--- config.mk ---
export PLATFORM = sky130hd
export DESIGN_NAME = date_time_setting_controller_flat
export DESIGN_NICKNAME = d
export VERILOG_FILES = /design/src/dts_pkg.sv /design/src/dts_in_if.sv /design/src/dts_out_if.sv /design/src/date_time_setting_controller.sv /design/src/dts_in_stage.sv /design/src/dts_core.sv /design/src/flat_wrapper.sv
export SDC_FILE = /design/constraint.sdc
export NUM_CORES = 1
export LEC_CHECK = 0
export ABC_CLOCK_PERIOD_IN_PS = 24800
export BUFFER_PORTS_ARGS = -buffer_cell sky130_fd_sc_hd__clkbuf_2
export CORE_MARGIN = 2
export CORE_UTILIZATION = 40
export CTS_CLUSTER_DIAMETER = 60
export DETAILED_ROUTE_END_ITERATION = 16
export PLACE_DENSITY = 0.58
export SETUP_SLACK_MARGIN = 0.4
export SLEW_MARGIN = 20
export SYNTH_ARGS = -nofsm -noshare
export SYNTH_HDL_FRONTEND = slang
export SYNTH_HIERARCHICAL = 1
export SYNTH_SLANG_ARGS = --single-unit
--- constraint.sdc ---
create_clock -name clk -period 24.8 [get_ports clk]
set_input_delay 7.44 -clock clk [delete_from_list [all_inputs] [get_ports clk]]
set_output_delay 7.44 -clock clk [all_outputs]
set_load 0.005 [all_outputs]
--- src/dts_pkg.sv ---
// ----------------------------------------------------------------------------
// Date/time setting controller package
// Types, button and mode codes, and the calendar helpers shared by the block.
// ----------------------------------------------------------------------------
package dts_pkg;

  // Button codes.
  localparam logic [2:0] FUNC_PLAY  = 3'd0;
  localparam logic [2:0] FUNC_PAUSE = 3'd1;
  localparam logic [2:0] FUNC_STOP  = 3'd2;
  localparam logic [2:0] FUNC_UP    = 3'd3;
  localparam logic [2:0] FUNC_DOWN  = 3'd4;

  // Mode codes.
  localparam logic [2:0] MODE_VIEW   = 3'd0;
  localparam logic [2:0] MODE_YEAR   = 3'd1;
  localparam logic [2:0] MODE_MONTH  = 3'd2;
  localparam logic [2:0] MODE_DAY    = 3'd3;
  localparam logic [2:0] MODE_HOUR   = 3'd4;
  localparam logic [2:0] MODE_MINUTE = 3'd5;

  localparam logic [13:0] MAX_YEAR   = 14'd9999;
  localparam logic [3:0]  MAX_MONTH  = 4'd12;
  localparam logic [4:0]  MAX_HOUR   = 5'd23;
  localparam logic [5:0]  MAX_MINUTE = 6'd59;

  localparam logic [3:0] MONTH_FEB = 4'd2;
  localparam logic [3:0] MONTH_APR = 4'd4;
  localparam logic [3:0] MONTH_JUN = 4'd6;
  localparam logic [3:0] MONTH_SEP = 4'd9;
  localparam logic [3:0] MONTH_NOV = 4'd11;

  // Floor(y / 100) as (y * 5243) >> 19, exact for every 14-bit y.
  localparam logic [12:0] DIV100_MUL = 13'd5243;

  typedef struct packed {
    logic [2:0]  func;
    logic [7:0]  target_id;
    logic [13:0] now_year;
    logic [3:0]  now_month;
    logic [4:0]  now_day;
    logic [4:0]  now_hour;
    logic [5:0]  now_minute;
  } in_word_t;

  typedef struct packed {
    logic [2:0]  mode;
    logic [13:0] year;
    logic [3:0]  month;
    logic [4:0]  day;
    logic [4:0]  hour;
    logic [5:0]  minute;
  } state_t;

  typedef struct packed {
    state_t st;
    logic   commit;
    logic   cancelled;
  } out_word_t;

  localparam state_t STATE_RESET = '{mode: MODE_VIEW, year: 14'd0, month: 4'd1,
                                     day: 5'd1, hour: 5'd0, minute: 6'd0};

  // Gregorian leap year test without a divider.
  function automatic logic is_leap(input logic [13:0] y);
    logic [26:0] prod;
    logic [7:0]  q;
    logic [13:0] hundreds;
    logic        cent;
    prod     = 27'(y) * 27'(DIV100_MUL);
    q        = prod[26:19];
    hundreds = {q, 6'b0} + {1'b0, q, 5'b0} + {4'b0, q, 2'b0};
    cent     = (y == hundreds);
    return ((y[1:0] == 2'b00) && !cent) || (cent && (q[1:0] == 2'b00));
  endfunction

  function automatic logic [4:0] month_len(input logic [13:0] y, input logic [3:0] m);
    logic [4:0] len;
    len = 5'd31;
    case (m)
      MONTH_FEB: len = is_leap(y) ? 5'd29 : 5'd28;
      MONTH_APR, MONTH_JUN, MONTH_SEP, MONTH_NOV: len = 5'd30;
      default: len = 5'd31;
    endcase
    return len;
  endfunction

endpackage

--- src/dts_in_if.sv ---
// ----------------------------------------------------------------------------
// Button press channel
// Valid/ready channel carrying one button press word.
// ----------------------------------------------------------------------------
interface dts_in_if;
  logic        valid;
  logic        ready;
  logic [2:0]  func;
  logic [7:0]  target_id;
  logic [13:0] now_year;
  logic [3:0]  now_month;
  logic [4:0]  now_day;
  logic [4:0]  now_hour;
  logic [5:0]  now_minute;

  modport source (output valid, func, target_id, now_year, now_month, now_day,
                  now_hour, now_minute, input ready);
  modport sink (input valid, func, target_id, now_year, now_month, now_day,
                now_hour, now_minute, output ready);
endinterface

--- src/dts_out_if.sv ---
// ----------------------------------------------------------------------------
// Result channel
// Valid/ready channel carrying the controller state after each press.
// ----------------------------------------------------------------------------
interface dts_out_if;
  logic        valid;
  logic        ready;
  logic [2:0]  mode;
  logic [13:0] edit_year;
  logic [3:0]  edit_month;
  logic [4:0]  edit_day;
  logic [4:0]  edit_hour;
  logic [5:0]  edit_minute;
  logic        commit;
  logic        cancelled;

  modport source (output valid, mode, edit_year, edit_month, edit_day, edit_hour,
                  edit_minute, commit, cancelled, input ready);
  modport sink (input valid, mode, edit_year, edit_month, edit_day, edit_hour,
                edit_minute, commit, cancelled, output ready);
endinterface

--- src/date_time_setting_controller.sv ---
// ----------------------------------------------------------------------------
// Date and time setting controller
// Button-driven edit of year, month, day, hour and minute.
//
// Usage:
//   press  : one button word per press (button code, target id and the
//            displayed date and time used when edit mode is entered).
//   result : one word per accepted press with the mode, the edit fields and
//            the commit and cancel flags.
//   cfg_we/cfg_data : write the controller id; write only while idle.
// Every accepted press gives exactly one result word, held first in the input
// register and then in the result register. A new press is accepted every
// cycle while the receiver takes results; the state update is a single pass
// of logic between the two registers; the month-length lookup bounds it.
// Reset clears both registers, puts the block in view mode with the edit
// fields at year 0, January 1st, 00:00, and sets the id to 0.
// If the receiver stalls, the result word holds and the input register keeps
// one more press; after that press.ready drops until the result is taken.
// ----------------------------------------------------------------------------
module date_time_setting_controller (
  input  logic       clk,
  input  logic       rst,
  input  logic       cfg_we,
  input  logic [7:0] cfg_data,
  dts_in_if.sink     press,
  dts_out_if.source  result
);

  logic               held_valid;
  dts_pkg::in_word_t  held_word;
  logic               advance;
  logic [7:0]         own_id;
  dts_pkg::state_t    state;
  dts_pkg::state_t    state_next;
  logic               commit_next;
  logic               cancelled_next;
  logic               out_valid;
  dts_pkg::out_word_t out_word;

  assign advance = held_valid && (!out_valid || result.ready);

  dts_in_stage u_in_stage (
    .clk        (clk),
    .rst        (rst),
    .press      (press),
    .advance    (advance),
    .held_valid (held_valid),
    .held_word  (held_word)
  );

  dts_core u_core (
    .word       (held_word),
    .state      (state),
    .own_id     (own_id),
    .state_next (state_next),
    .commit     (commit_next),
    .cancelled  (cancelled_next)
  );

  always_ff @(posedge clk) begin
    if (rst) begin
      own_id <= 8'd0;
    end else if (cfg_we) begin
      own_id <= cfg_data;
    end
  end

  always_ff @(posedge clk) begin
    if (rst) begin
      state     <= dts_pkg::STATE_RESET;
      out_valid <= 1'b0;
    end else if (advance) begin
      state     <= state_next;
      out_valid <= 1'b1;
    end else if (result.ready) begin
      out_valid <= 1'b0;
    end
  end

  always_ff @(posedge clk) begin
    if (advance) begin
      out_word.st        <= state_next;
      out_word.commit    <= commit_next;
      out_word.cancelled <= cancelled_next;
    end
  end

  assign result.valid       = out_valid;
  assign result.mode        = out_word.st.mode;
  assign result.edit_year   = out_word.st.year;
  assign result.edit_month  = out_word.st.month;
  assign result.edit_day    = out_word.st.day;
  assign result.edit_hour   = out_word.st.hour;
  assign result.edit_minute = out_word.st.minute;
  assign result.commit      = out_word.commit;
  assign result.cancelled   = out_word.cancelled;

endmodule

--- src/dts_in_stage.sv ---
// ----------------------------------------------------------------------------
// Input register
// Captures one press word; refills in the same cycle the held word moves on.
// ----------------------------------------------------------------------------
module dts_in_stage (
  input  logic             clk,
  input  logic             rst,
  dts_in_if.sink           press,
  input  logic             advance,
  output logic             held_valid,
  output dts_pkg::in_word_t held_word
);

  assign press.ready = !held_valid || advance;

  always_ff @(posedge clk) begin
    if (rst) begin
      held_valid <= 1'b0;
    end else if (press.ready) begin
      held_valid <= press.valid;
    end
  end

  always_ff @(posedge clk) begin
    if (press.valid && press.ready) begin
      held_word.func       <= press.func;
      held_word.target_id  <= press.target_id;
      held_word.now_year   <= press.now_year;
      held_word.now_month  <= press.now_month;
      held_word.now_day    <= press.now_day;
      held_word.now_hour   <= press.now_hour;
      held_word.now_minute <= press.now_minute;
    end
  end

endmodule

--- src/dts_core.sv ---
// ----------------------------------------------------------------------------
// Press decoder and field update
// Computes the next mode and edit fields for one press.
// ----------------------------------------------------------------------------
module dts_core (
  input  dts_pkg::in_word_t word,
  input  dts_pkg::state_t   state,
  input  logic [7:0]        own_id,
  output dts_pkg::state_t   state_next,
  output logic              commit,
  output logic              cancelled
);

  logic        hit;
  logic [2:0]  mode_mid;
  logic [13:0] year_mid;
  logic [3:0]  month_mid;
  logic [4:0]  day_mid;
  logic [4:0]  hour_mid;
  logic [5:0]  minute_mid;
  logic        day_up;
  logic        day_dn;
  logic [4:0]  len;
  logic        up;

  assign hit = (word.target_id == own_id) &&
               (word.func inside {[dts_pkg::FUNC_PLAY:dts_pkg::FUNC_DOWN]});
  assign up  = (word.func == dts_pkg::FUNC_UP);

  always_comb begin
    mode_mid   = state.mode;
    year_mid   = state.year;
    month_mid  = state.month;
    day_mid    = state.day;
    hour_mid   = state.hour;
    minute_mid = state.minute;
    day_up     = 1'b0;
    day_dn     = 1'b0;
    commit     = 1'b0;
    cancelled  = 1'b0;
    if (hit) begin
      if (state.mode == dts_pkg::MODE_VIEW) begin
        if (word.func == dts_pkg::FUNC_STOP) begin
          // Load the displayed time, saturating anything out of range.
          year_mid = (word.now_year > dts_pkg::MAX_YEAR) ? dts_pkg::MAX_YEAR
                                                         : word.now_year;
          if (word.now_month == 4'd0) begin
            month_mid = 4'd1;
          end else if (word.now_month > dts_pkg::MAX_MONTH) begin
            month_mid = dts_pkg::MAX_MONTH;
          end else begin
            month_mid = word.now_month;
          end
          day_mid = word.now_day;
          hour_mid = (word.now_hour > dts_pkg::MAX_HOUR) ? dts_pkg::MAX_HOUR
                                                         : word.now_hour;
          minute_mid = (word.now_minute > dts_pkg::MAX_MINUTE)
                       ? dts_pkg::MAX_MINUTE : word.now_minute;
          mode_mid = dts_pkg::MODE_YEAR;
        end
      end else begin
        case (word.func)
          dts_pkg::FUNC_PLAY: begin
            if (state.mode >= dts_pkg::MODE_MINUTE) begin
              mode_mid = dts_pkg::MODE_VIEW;
              commit = 1'b1;
            end else begin
              mode_mid = state.mode + 3'd1;
            end
          end
          dts_pkg::FUNC_PAUSE: begin
            if (state.mode > dts_pkg::MODE_YEAR) begin
              mode_mid = state.mode - 3'd1;
            end
          end
          dts_pkg::FUNC_STOP: begin
            mode_mid = dts_pkg::MODE_VIEW;
            cancelled = 1'b1;
          end
          dts_pkg::FUNC_UP, dts_pkg::FUNC_DOWN: begin
            case (state.mode)
              dts_pkg::MODE_YEAR: begin
                if (up) begin
                  year_mid = (state.year >= dts_pkg::MAX_YEAR) ? 14'd0
                                                               : state.year + 14'd1;
                end else begin
                  year_mid = (state.year == 14'd0) ? dts_pkg::MAX_YEAR
                                                   : state.year - 14'd1;
                end
              end
              dts_pkg::MODE_MONTH: begin
                if (up) begin
                  month_mid = (state.month >= dts_pkg::MAX_MONTH) ? 4'd1
                                                                  : state.month + 4'd1;
                end else begin
                  month_mid = (state.month <= 4'd1) ? dts_pkg::MAX_MONTH
                                                    : state.month - 4'd1;
                end
              end
              dts_pkg::MODE_DAY: begin
                day_up = up;
                day_dn = !up;
              end
              dts_pkg::MODE_HOUR: begin
                if (up) begin
                  hour_mid = (state.hour >= dts_pkg::MAX_HOUR) ? 5'd0
                                                               : state.hour + 5'd1;
                end else begin
                  hour_mid = (state.hour == 5'd0) ? dts_pkg::MAX_HOUR
                                                  : state.hour - 5'd1;
                end
              end
              dts_pkg::MODE_MINUTE: begin
                if (up) begin
                  minute_mid = (state.minute >= dts_pkg::MAX_MINUTE) ? 6'd0
                               : state.minute + 6'd1;
                end else begin
                  minute_mid = (state.minute == 6'd0) ? dts_pkg::MAX_MINUTE
                               : state.minute - 6'd1;
                end
              end
              default: begin
              end
            endcase
          end
          default: begin
          end
        endcase
      end
    end
  end

  // In day edit the year and month are unchanged, so one month length serves
  // both the day wrap and the clamp after a year or month change.
  assign len = dts_pkg::month_len(year_mid, month_mid);

  always_comb begin
    state_next.mode   = mode_mid;
    state_next.year   = year_mid;
    state_next.month  = month_mid;
    state_next.hour   = hour_mid;
    state_next.minute = minute_mid;
    if (day_up) begin
      state_next.day = (day_mid >= len) ? 5'd1 : day_mid + 5'd1;
    end else if (day_dn) begin
      state_next.day = (day_mid <= 5'd1) ? len : day_mid - 5'd1;
    end else if (day_mid > len) begin
      state_next.day = len;
    end else if (day_mid == 5'd0) begin
      state_next.day = 5'd1;
    end else begin
      state_next.day = day_mid;
    end
  end

endmodule

--- src/flat_wrapper.sv ---
// flat-port wrapper written by rule: the top's interface ports become plain ports
module date_time_setting_controller_flat 
  (clk, rst, cfg_we, cfg_data, press_valid, press_func, press_target_id, press_now_year, press_now_month, press_now_day, press_now_hour, press_now_minute, press_ready, result_valid, result_mode, result_edit_year, result_edit_month, result_edit_day, result_edit_hour, result_edit_minute, result_commit, result_cancelled, result_ready);
  dts_in_if press_i ();
  dts_out_if result_i ();
  input  logic clk;
  input  logic rst;
  input  logic cfg_we;
  input  logic [7:0] cfg_data;
  input wire logic [$bits(press_i.valid)-1:0] press_valid;
  input wire logic [$bits(press_i.func)-1:0] press_func;
  input wire logic [$bits(press_i.target_id)-1:0] press_target_id;
  input wire logic [$bits(press_i.now_year)-1:0] press_now_year;
  input wire logic [$bits(press_i.now_month)-1:0] press_now_month;
  input wire logic [$bits(press_i.now_day)-1:0] press_now_day;
  input wire logic [$bits(press_i.now_hour)-1:0] press_now_hour;
  input wire logic [$bits(press_i.now_minute)-1:0] press_now_minute;
  output wire logic [$bits(press_i.ready)-1:0] press_ready;
  output wire logic [$bits(result_i.valid)-1:0] result_valid;
  output wire logic [$bits(result_i.mode)-1:0] result_mode;
  output wire logic [$bits(result_i.edit_year)-1:0] result_edit_year;
  output wire logic [$bits(result_i.edit_month)-1:0] result_edit_month;
  output wire logic [$bits(result_i.edit_day)-1:0] result_edit_day;
  output wire logic [$bits(result_i.edit_hour)-1:0] result_edit_hour;
  output wire logic [$bits(result_i.edit_minute)-1:0] result_edit_minute;
  output wire logic [$bits(result_i.commit)-1:0] result_commit;
  output wire logic [$bits(result_i.cancelled)-1:0] result_cancelled;
  input wire logic [$bits(result_i.ready)-1:0] result_ready;
  assign press_i.valid = press_valid;
  assign press_i.func = press_func;
  assign press_i.target_id = press_target_id;
  assign press_i.now_year = press_now_year;
  assign press_i.now_month = press_now_month;
  assign press_i.now_day = press_now_day;
  assign press_i.now_hour = press_now_hour;
  assign press_i.now_minute = press_now_minute;
  assign press_ready = press_i.ready;
  assign result_valid = result_i.valid;
  assign result_mode = result_i.mode;
  assign result_edit_year = result_i.edit_year;
  assign result_edit_month = result_i.edit_month;
  assign result_edit_day = result_i.edit_day;
  assign result_edit_hour = result_i.edit_hour;
  assign result_edit_minute = result_i.edit_minute;
  assign result_commit = result_i.commit;
  assign result_cancelled = result_i.cancelled;
  assign result_i.ready = result_ready;
  date_time_setting_controller u_core (.clk(clk), .rst(rst), .cfg_we(cfg_we), .cfg_data(cfg_data), .press(press_i), .result(result_i));
endmodule
==> results by group, run 1 <==
Outcome
  – Status: finished, final reports clean

Cells and area
  – # diodes: 0
  – Utilization after layout: 45.6%
  – Finished Cell Area: 0.0136 mm2
  – Final instance count without filler cells: 1773
  – Nets: 1621
  – Area growth syn-to-layout: 11.8%
  – Ratio of cells with drive above 1 in the final layout: 12.6%

Critical path
  – Critical R2R Capture: u_core/state[11]$_SDFFE_PP1P_
  – CP max FO: 9
  – Crit Path Class: in2out
  – Worst Path Required: 17.36 ns
  – Worst endpoint data arrival time: 8.26 ns
  – Worst R2R Path Depth: 51
  – R2r startpoint: u_core/u_in_stage/held_word[44]$_DFFE_PP_
  – R2R Setup Slk: 11.88 ns
  – Worst setup EP type: primary output
  – Startpoint Class: input pin

Min path
  – Hold EP: u_core/state[12]$_SDFFE_PP0P_
  – Hold wc startpoint: u_core/state[12]$_SDFFE_PP0P_
  – Hold/Removal Path Class: reg2reg
  – Hold Path Cell Cnt: 2

Clock tree
  – CTS Hold Bufs: 0
  – Clk_lat worst skew: 0.43 ns
  – CTS Root Cell: clkbuf_16
  – CTS tree: yes
  – Clock sink total: 131
  – Post-CTS Setup Bufs: 0
  – Max H-tree Level: 4
  – Clock transition at path regs: 0.05 ns
  – Clock Path Buffers: 2
  – # resized after CTS: 0
  – TritonCTS Buffers: 17

Yosys
  – Synth Area in Simple Gates: 16.2%
  – Post-synth cell types: 90
  – Syn Area/Cell: 9.36 um2
  – Ys flop type: edfxtp_1
  – Cell Area, Synth: 0.0122 mm2
  – Ys Warns: 6
  – Post-Synth Adder-Cell Area: 23.8%
  – Syn Nets: 1549
  – Cells after synthesis: 1298
  – Seq/Total Area, Yosys: 28.5%
  – Register bit total from synthesis: 131
  – Post-synthesis xor/xnor area fraction: 3.10%
  – Largest family of logic cells by synthesized area: adder cells
  – Post-synthesis mux area share: 4.73%
  – Post-synth ARST share: 0%
  – Post-synth EDFFs: 84
  – Compound-Gate Fraction of Synth Area: 16.4%

Placement
  – Final GP Congestion: 0.925
  – Area after DPL: 0.0129 mm2
  – Hpwl dp: 24000 um
  – # placed instances: 1740
  – Number of I/O port buffers: 98
  – Dpl ws: 8.51 ns

Pwr
  – Cell area power density: 40.2 mW/mm2
  – Clock power share: 47.4%
  – Reg power frac: 45.4%
  – Comb pwr share: 7.2%
  – Worst VDD drop: 0.0299 mV
  – NetSw: 0.122 mW
  – Leak Pwr: 6.03 nW
  – Switching share of power: 22.3%
  – Int Power: 0.424 mW

Global route
  – Congestion Overflow GR: 0
  – First-pass GRT wire length: 51800 um
  – Total track usage: 20.8%
  – Initial antenna violation count: 0
  – Vias in the first global route: 9816
  – Largest net degree at the start of global routing: 85

STA
  – Setup Viol. Count Final: 0
  – TNS Setup: 0 ns
  – Actual slew at the worst max-slew pin: 1.12 ns
  – Slew headroom: 24.8%
  – Worst clock skew: 0.0119 ns
  – F_max: 63.7 MHz
  – Tmin final: 15.70 ns
  – Final WS setup: 9.10 ns
  – Pins Over Slew Limit: 0
  – Final Hold Vio Count: 0
  – Fin crit share: 63.3%
  – RSZ-0062 raised after global routing: false

Die
  – Rows: 63
  – Core Box Area: 0.0298 mm2
  – Chip Width: 178 um
  – Die Y: 178 um
  – I/O pin cnt: 99
  – Die area: 0.0318 mm2
  – Initial core utilization: 40.8%

Route
  – Total wire length: 31700 um
  – DRT iter0 DRCs: 898
  – DRC: 0
  – Drt pass-1 iters: 5
  – Vias per cell: 5.60
  – Antenna viol nets, final: 0
  – DR vias: 9924
  – DR WL/cell: 17.9 um

Job
  – Max-cap check violation count: 0
[layer usage]
layer	GRT usage (%)	up-vias	share of wire (%)
li1	-	4774	-
met1	27.7	4811	45
met2	34.4	292	47
met3	3.07	47	5.6
met4	7.62	0	2.4
met5	0	-	0
[worst max-delay path, stage by stage]
cell and delay (ns):
clkbuf_2 0.09, inv_2 0.04, a21boi_4 0.35, nand2b_4 0.22, clkbuf_2 0.11
[power by group through the flow]
| stage | Sequential [mW] | Clock (mW) | Combinational, mW |
|---|---|---|---|
| final | 0.248 | 0.259 | 0.0392 |
| after global routing | 0.248 | 0.273 | 0.0429 |
| after CTS | 0.248 | 0.263 | 0.0387 |
| after detailed placement | 0.252 | 0 | 0.0385 |
| after global placement | 0.252 | 0 | 0.0381 |
| after floorplan | 0.250 | 0 | 0.0257 |
[area by class of cell]
cell class / instances / area (um2)
fillers: 2882 / 16200
multi-input cells: 954 / 7820
flip-flops and latches: 131 / 3460
repair buffers: 114 / 631
inverters: 152 / 571
clock buffers: 24 / 514
well taps: 390 / 488
clock inverters: 8 / 97.6
[placed cells by master, fill, tap and decap left out, types with 8 or more instances in the layout]
master	instances
inv_1	151
ha_1	129
clkbuf_2	98
edfxtp_1	84
nand2b_1	77
nor2_1	71
o21ai_0	70
a21oi_1	67
nand2_1	66
fa_1	64
mux2i_1	54
dfxtp_1	47
nand3_1	32
xnor2_1	25
nor3_1	20
clkbuf_16	19
xor2_1	18
buf_4	15
o211ai_1	14
a211oi_1	13
nor4_1	13
nand4_1	12
a31oi_1	11
nor2b_1	9
a21o_1	9
o22ai_1	8
[cells by family (layout without fill, tap and decap cells)]
group | after synthesis | in the layout
DFF | 131 | 131
adders and majority gates | 193 | 193
buffers and inverters | 213 | 298
AOI/OAI and AO/OA | 300 | 300
and+or+nand+nor | 361 | 361
muxes | 57 | 57
xor gates and xnor gates | 43 | 43
[Yosys cell counts, drive strengths merged (12+ instances only)]
| cell | instances | area share [%] |
|---|---|---|
| nor4 | 15 | 0.95 |
| nand3 | 32 | 1.3 |
| ha | 129 | 13 |
| a211oi | 13 | 0.80 |
| o211ai | 14 | 0.86 |
| nand2 | 66 | 2.0 |
| clkbuf | 35 | 1.1 |
| nor3 | 22 | 0.95 |
| nand2b | 78 | 4.1 |
| xnor2 | 25 | 1.8 |
| xor2 | 18 | 1.3 |
| nor2 | 71 | 2.2 |
| fa | 64 | 11 |
| mux2i | 54 | 4.4 |
| edfxtp | 84 | 21 |
| o21ai | 76 | 3.1 |
| buf | 26 | 1.6 |
| nand4 | 12 | 0.62 |
| inv | 152 | 4.7 |
| dfxtp | 47 | 7.7 |
| a21oi | 70 | 3.0 |
[sequential cells by signal, indices dropped and copies added (netlist names), 3 cells and up]
register	flops
u_core/own_id	8
u_core/u_in_stage/held_word	45
u_core/result.edit_day	5
u_core/result.edit_hour	5
u_core/state	37
u_core/result.mode	3
u_core/result.edit_minute	6
u_core/result.edit_month	4
u_core/result.edit_year	14
[stage by stage]
| step | hold WS [ns] | power, mW |
|---|---|---|
| after floorplan | 0.445 | 0.276 |
| after global placement | 0.458 | 0.290 |
| after detailed placement | 0.469 | 0.291 |
| after CTS | 0.478 | 0.550 |
| after global routing | 0.503 | 0.564 |
| final | 0.478 | 0.546 |
[how the worst max path moves through the flow]
stage	from	end	cells after the start
global route	result_ready	press_ready	5
CTS	result_ready	press_ready	5
floorplan	result_ready	press_ready	4
detailed placement	result_ready	press_ready	5
global placement	result_ready	press_ready	5
finish	result_ready	press_ready	5
Power figures use the tool's default switching activity.
==> run 2: changes to the inputs <==
--- a/config.mk
+++ b/config.mk
@@ -5,13 +5,13 @@
 export SDC_FILE = /design/constraint.sdc
 export NUM_CORES = 1
 export LEC_CHECK = 0
-export ABC_CLOCK_PERIOD_IN_PS = 24800
+export ABC_CLOCK_PERIOD_IN_PS = 13650
 export BUFFER_PORTS_ARGS = -buffer_cell sky130_fd_sc_hd__clkbuf_2
 export CORE_MARGIN = 2
 export CORE_UTILIZATION = 40
 export CTS_CLUSTER_DIAMETER = 60
 export DETAILED_ROUTE_END_ITERATION = 16
-export PLACE_DENSITY = 0.58
+export PLACE_DENSITY = 0.6
 export SETUP_SLACK_MARGIN = 0.4
 export SLEW_MARGIN = 20
 export SYNTH_ARGS = -nofsm -noshare
==> constraint.sdc (replaced) <==
create_clock -name clk -period 13.65 [get_ports clk]
set_input_delay 4.095 -clock clk [delete_from_list [all_inputs] [get_ports clk]]
set_output_delay 4.095 -clock clk [all_outputs]
set_load 0.005 [all_outputs]
==> run 2 against run 1 <==
Effect of this change:
- core utilization is 0.44 points higher
- register-to-register slack got worse by 11 ns
- global-route usage up 0.67 points
- largest power group unchanged
- largest cell class unchanged
- critical path type is now reg2reg
- combinational power rose by 87%
- highest routed layer unchanged
==> results by group, run 2 (synthesis results as in run 1) <==
STA
  – Tmin final: 12.28 ns
  – Worst clock skew: 0.0153 ns
  – Pins Over Slew Limit: 0
  – Setup Viol. Count Final: 0
  – Final WS setup: 1.37 ns
  – TNS Setup: 0 ns
  – RSZ-0062 raised after global routing: false
  – Final Hold Vio Count: 0
  – Actual slew at the worst max-slew pin: 1.10 ns
  – Fin crit share: 89.9%
  – F_max: 81.5 MHz
  – Worst hold margin: 0.479 ns
  – Slew headroom: 24.7%

Placement
  – Final GP Congestion: 0.920
  – # placed instances: 1742
  – Number of I/O port buffers: 98
  – Hpwl dp: 24900 um
  – Dpl ws: 0.927 ns
  – Area after DPL: 0.0130 mm2

Critical path
  – Setup crit start: u_core/state[34]$_SDFFE_PP0P_
  – Crit Path Class: reg2reg
  – Worst endpoint data arrival time: 12.56 ns
  – End of the critical path: u_core/state[11]$_SDFFE_PP1P_
  – Startpoint Class: register
  – R2R Setup Slk: 1.37 ns
  – Worst Path Required: 13.93 ns
  – Worst setup EP type: register
  – Crit-path slowest cell: nor4_4
  – CP max stage delay: 0.67 ns
  – CP max FO: 25
  – R2r startpoint: u_core/state[34]$_SDFFE_PP0P_
  – Critical R2R Capture: u_core/state[11]$_SDFFE_PP1P_
  – Worst path most repeated cell: inv_1
  – Worst R2R Path Depth: 53

Cells and area
  – Commonest non-fill, non-tap cell in the layout: inv_1
  – Fillers: 2899
  – Ratio of cells with drive above 1 in the final layout: 13.4%
  – Final instance count without filler cells: 1779
  – Max FFs per register: 45
  – Biggest register: u_core/u_in_stage/held_word
  – Most frequent cells in the layout: inv_1 (151), ha_1 (129), clkbuf_2 (98), edfxtp_1 (84), nand2b_1 (77)
  – Finished Cell Area: 0.0137 mm2
  – Nets: 1627
  – Register cell area after layout: 0.00346 mm2
  – # diodes: 0
  – Area growth syn-to-layout: 12.8%
  – Multi-input logic area: 0.00783 mm2

Route
  – Drt pass-1 iters: 6
  – DRT iter0 DRCs: 911
  – Total wire length: 33200 um
  – Vias per cell: 5.67
  – Antenna viol nets, final: 0
  – DRC: 0
  – DR vias: 10.1k
  – DR WL/cell: 18.6 um

Global route
  – Total track usage: 21.5%
  – First-pass GRT wire length: 53100 um
  – Congestion Overflow GR: 0
  – Vias in the first global route: 9736
  – Initial antenna violation count: 0
  – Largest net degree at the start of global routing: 85

Pwr
  – Worst VDD drop: 0.0798 mV
  – Cell area power density: 77.9 mW/mm2
  – Leak Pwr: 6.09 nW

Clock tree
  – CTS Hold Bufs: 0
  – Clock Path Buffers: 2
  – Clock transition at path regs: 0.06 ns
  – TritonCTS Buffers: 17
  – Clk_lat worst skew: 0.43 ns
  – Clock sink total: 131
  – CTS tree: yes
  – Max H-tree Level: 4
  – CTS Root Cell: clkbuf_16

Die
  – Die area: 0.0318 mm2
  – Core Box Area: 0.0298 mm2
  – Rows: 63
  – Chip Width: 178 um
  – Die Y: 178 um
  – Initial core utilization: 40.8%
  – I/O pin cnt: 99

Min path
  – Hold/Removal Path Class: reg2reg
  – Hold Path Cell Cnt: 2

Outcome
  – Status: finished, final reports clean

Job
  – Max-cap check violation count: 0
run 2: where the power goes:
part / switching, mW / internal [mW] / total (mW) / leakage (nW)
Sequential: 0.00993 / 0.440 / 0.450 / 1.18
Combinational: 0.0423 / 0.0311 / 0.0734 / 4.59
Clock: 0.184 / 0.361 / 0.545 / 0.327
Total: 0.236 / 0.832 / 1.07 / 6.09
run 2: how the worst min path moves through the flow:
stage,from,slack [ns],to
6_report,u_core/state[12]$_SDFFE_PP0P_,0.48,u_core/state[12]$_SDFFE_PP0P_
3_5_place_dp,u_core/state[12]$_SDFFE_PP0P_,0.48,u_core/state[12]$_SDFFE_PP0P_
2_1_floorplan,u_core/state[22]$_SDFFE_PP0P_,0.45,u_core/state[22]$_SDFFE_PP0P_
3_3_place_gp,u_core/state[14]$_SDFFE_PP0P_,0.46,u_core/state[14]$_SDFFE_PP0P_
5_1_grt,u_core/state[14]$_SDFFE_PP0P_,0.51,u_core/state[14]$_SDFFE_PP0P_
4_1_cts,u_core/state[12]$_SDFFE_PP0P_,0.48,u_core/state[12]$_SDFFE_PP0P_
run 2: worst max-delay path, delay by kind of cell (launching register included):
| kind | cells | cell delay [ns] |
|---|---|---|
| fa+ha+maj | 10 | 3.83 |
| compound gates | 20 | 3.76 |
| simple gates | 12 | 2.45 |
| buf+inv | 8 | 1.01 |
| xor+xnor | 2 | 0.57 |
| flops | 1 | 0.37 |
| mux | 1 | 0.08 |
run 2: per-layer routing:
layer | share of wire [%] | global-route usage, %
met5 | 0 | 0
met4 | 3.1 | 8.47
met3 | 5.1 | 2.75
met2 | 46 | 34.4
met1 | 46 | 29.6
run 2: repair_timing:
item	4_1_cts	5_1_grt
setup endpoints to repair	0	10
hold endpoints to repair	0	0
setup buffers	0	4
gates resized for setup	0	4
run 2: final cells by class:
class | count | area share, %
multi-input cells | 954 | 57.1
flip-flops and latches | 131 | 25.3
repair buffers | 120 | 4.93
inverters | 152 | 4.16
well taps | 390 | 3.56
clock buffers | 19 | 3.16
clock inverters | 13 | 1.87
run 2: through the flow:
step / util (%) / total power [mW]
global placement: 43.5 / 0.529
detailed placement: 43.5 / 0.530
global route: 46.0 / 1.10
finish: 46.0 / 1.07
floorplan: - / 0.501
CTS: 45.8 / 1.07
==> run 3: changes to the inputs <==
--- a/config.mk
+++ b/config.mk
@@ -5,7 +5,7 @@
 export SDC_FILE = /design/constraint.sdc
 export NUM_CORES = 1
 export LEC_CHECK = 0
-export ABC_CLOCK_PERIOD_IN_PS = 13650
+export ABC_CLOCK_PERIOD_IN_PS = 9900
 export BUFFER_PORTS_ARGS = -buffer_cell sky130_fd_sc_hd__clkbuf_2
 export CORE_MARGIN = 2
 export CORE_UTILIZATION = 40
==> constraint.sdc (replaced) <==
create_clock -name clk -period 9.9 [get_ports clk]
set_input_delay 2.97 -clock clk [delete_from_list [all_inputs] [get_ports clk]]
set_output_delay 2.97 -clock clk [all_outputs]
set_load 0.005 [all_outputs]
==> run 3 against run 2 <==
Effect of this change:
- the flow now finishes with violations (setup timing)
- die area is the same
- worst hold slack lost 0.0055 ns
- core utilization grew 10 points
- sequential power grew 38%
- non-clock buffer count grew 283
- clock skew shrank 0.0076 ns
- register-to-register slack lost 2.1 ns
- first-iteration DRC count grew 0.44%
- design area grew 22%
- setup slack lost 2.1 ns
- largest cell class unchanged
==> results by group, run 3 (synthesis results as in run 1) <==
Outcome
  – Status: finished with violations
  – Failing checks: setup timing

Cells and area
  – Nets: 1910
  – Finished Cell Area: 0.0167 mm2
  – Area growth syn-to-layout: 37.6%
  – Multi-input logic area: 0.00876 mm2
  – Utilization after layout: 56.1%
  – Register cell area after layout: 0.00347 mm2
  – Commonest non-fill, non-tap cell in the layout: buf_4
  – Most frequent cells in the layout: buf_4 (288), inv_1 (136), ha_1 (103), clkbuf_2 (98), edfxtp_1 (84)
  – Fillers: 2628
  – Biggest register: u_core/u_in_stage/held_word
  – Final instance count without filler cells: 2062
  – # diodes: 0
  – Max FFs per register: 45
  – Ratio of cells with drive above 1 in the final layout: 36.4%

STA
  – Fin crit share: 108%
  – Slew headroom: 25.0%
  – Setup Viol. Count Final: 10
  – Actual slew at the worst max-slew pin: 1.13 ns
  – F_max: 93.7 MHz
  – Worst hold margin: 0.473 ns
  – RSZ-0062 raised after global routing: true
  – TNS Setup: -5.81 ns
  – Final Hold Vio Count: 0
  – Final WS setup: -0.776 ns
  – Pins Over Slew Limit: 0
  – Worst clock skew: 0.00765 ns
  – Tmin final: 10.68 ns

Global route
  – Initial antenna violation count: 0
  – GRT met3 Usage: 2.77%
  – Largest net degree at the start of global routing: 85
  – Total track usage: 23.7%
  – Vias in the first global route: 11.1k
  – Grt met1 use: 31.7%
  – Congestion Overflow GR: 0
  – Top Usage Layer GRT: met2
  – First-pass GRT wire length: 58800 um
  – Met2 Use GR: 39.9%

Placement
  – Dpl ws: -1.09 ns
  – Area after DPL: 0.0150 mm2
  – # placed instances: 1984
  – Final GP Congestion: 0.941
  – Number of I/O port buffers: 98
  – Hpwl dp: 28200 um

Clock tree
  – Clock sink total: 131
  – Clock Path Buffers: 2
  – CTS Root Cell: clkbuf_16
  – Clk_lat worst skew: 0.43 ns
  – TritonCTS Buffers: 17
  – Max H-tree Level: 4
  – Clock transition at path regs: 0.06 ns
  – CTS Hold Bufs: 0
  – CTS tree: yes

Die
  – Chip Width: 178 um
  – I/O pin cnt: 99
  – Rows: 63
  – Initial core utilization: 40.8%
  – Die area: 0.0318 mm2
  – Core Box Area: 0.0298 mm2
  – Die Y: 178 um

Pwr
  – Worst VDD drop: 0.0997 mV
  – Leak Pwr: 7.55 nW
  – Overall power: 1.34 mW
  – Cell area power density: 80.1 mW/mm2

Critical path
  – CP max FO: 4
  – Worst R2R Path Depth: 50
  – Worst Path Required: 10.17 ns
  – Worst endpoint data arrival time: 10.94 ns
  – CP max stage delay: 0.57 ns
  – Worst setup EP type: register
  – Startpoint Class: register
  – Crit-path slowest cell: fa_1
  – R2r startpoint: u_core/state[21]$_SDFFE_PP0P_
  – Worst path most repeated cell: fa_1
  – R2R Setup Slk: -0.78 ns
  – Setup crit start: u_core/state[21]$_SDFFE_PP0P_
  – Crit Path Class: reg2reg
  – Critical R2R Capture: u_core/state[11]$_SDFFE_PP1P_

Route
  – DRC: 0
  – Total wire length: 36900 um
  – Antenna viol nets, final: 0
  – DRT iter0 DRCs: 915
  – Drt pass-1 iters: 5
  – DR vias: 11.1k
  – Vias per cell: 5.39
  – DR WL/cell: 17.9 um

Min path
  – Hold/Removal Path Class: reg2reg
  – Hold Path Cell Cnt: 2
  – Hold EP: u_core/state[14]$_SDFFE_PP0P_
  – Hold wc startpoint: u_core/state[14]$_SDFFE_PP0P_

Job
  – Max-cap check violation count: 0
[run 3: how the worst max path moves through the flow]
| stage | endpoint | slack, ns | depth (start not counted) |
|---|---|---|---|
| 6_report | u_core/state[11]$_SDFFE_PP1P_ | -0.78 | 50 |
| 5_1_grt | u_core/state[11]$_SDFFE_PP1P_ | -1.19 | 50 |
| 4_1_cts | u_core/state[11]$_SDFFE_PP1P_ | -0.60 | 50 |
| 3_5_place_dp | u_core/state[11]$_SDFFE_PP1P_ | -1.09 | 47 |
| 3_3_place_gp | u_core/state[11]$_SDFFE_PP1P_ | -0.96 | 49 |
| 2_1_floorplan | u_core/result.edit_day[0]$_DFFE_PP_ | -0.29 | 48 |
[run 3: area by class of cell]
type,instances,share of cell area [%]
clock buffer,19,2.65
clock inverter,13,0.651
inverter,152,3.43
multi-input combinational,954,52.4
sequential,131,20.8
tap,390,2.92
timing repair buffer,403,17.2
[run 3: where the power goes]
| group | switching [mW] | internal [mW] |
|---|---|---|
| logic | 0.0661 | 0.0610 |
| registers | 0.0124 | 0.606 |
| clock network | 0.244 | 0.350 |
[run 3: worst max-delay path: cells and delay by family, from the launching register on]
family          cells  cell delay, ns
buf+inv             6            0.52
simple gates       12            2.39
compound gates     21            3.69
fa+ha+maj           8            3.21
xor+xnor            2            0.26
mux                 1            0.08
flops               1            0.35
[run 3: per-layer routing]
| layer | vias up | part of all wire (%) |
|---|---|---|
| met4 | 0 | 2.4 |
| met3 | 61 | 4.3 |
| li1 | 5347 | - |
| met5 | - | 0 |
| met1 | 5411 | 45 |
| met2 | 299 | 48 |
[run 3: what timing repair did]
item                       in CTS  in global routing
hold endpoints to repair        0                  0
setup endpoints to repair      10                 10
pin swaps                      76                 61
buffers inserted               30                 16
resized for setup              88                 70
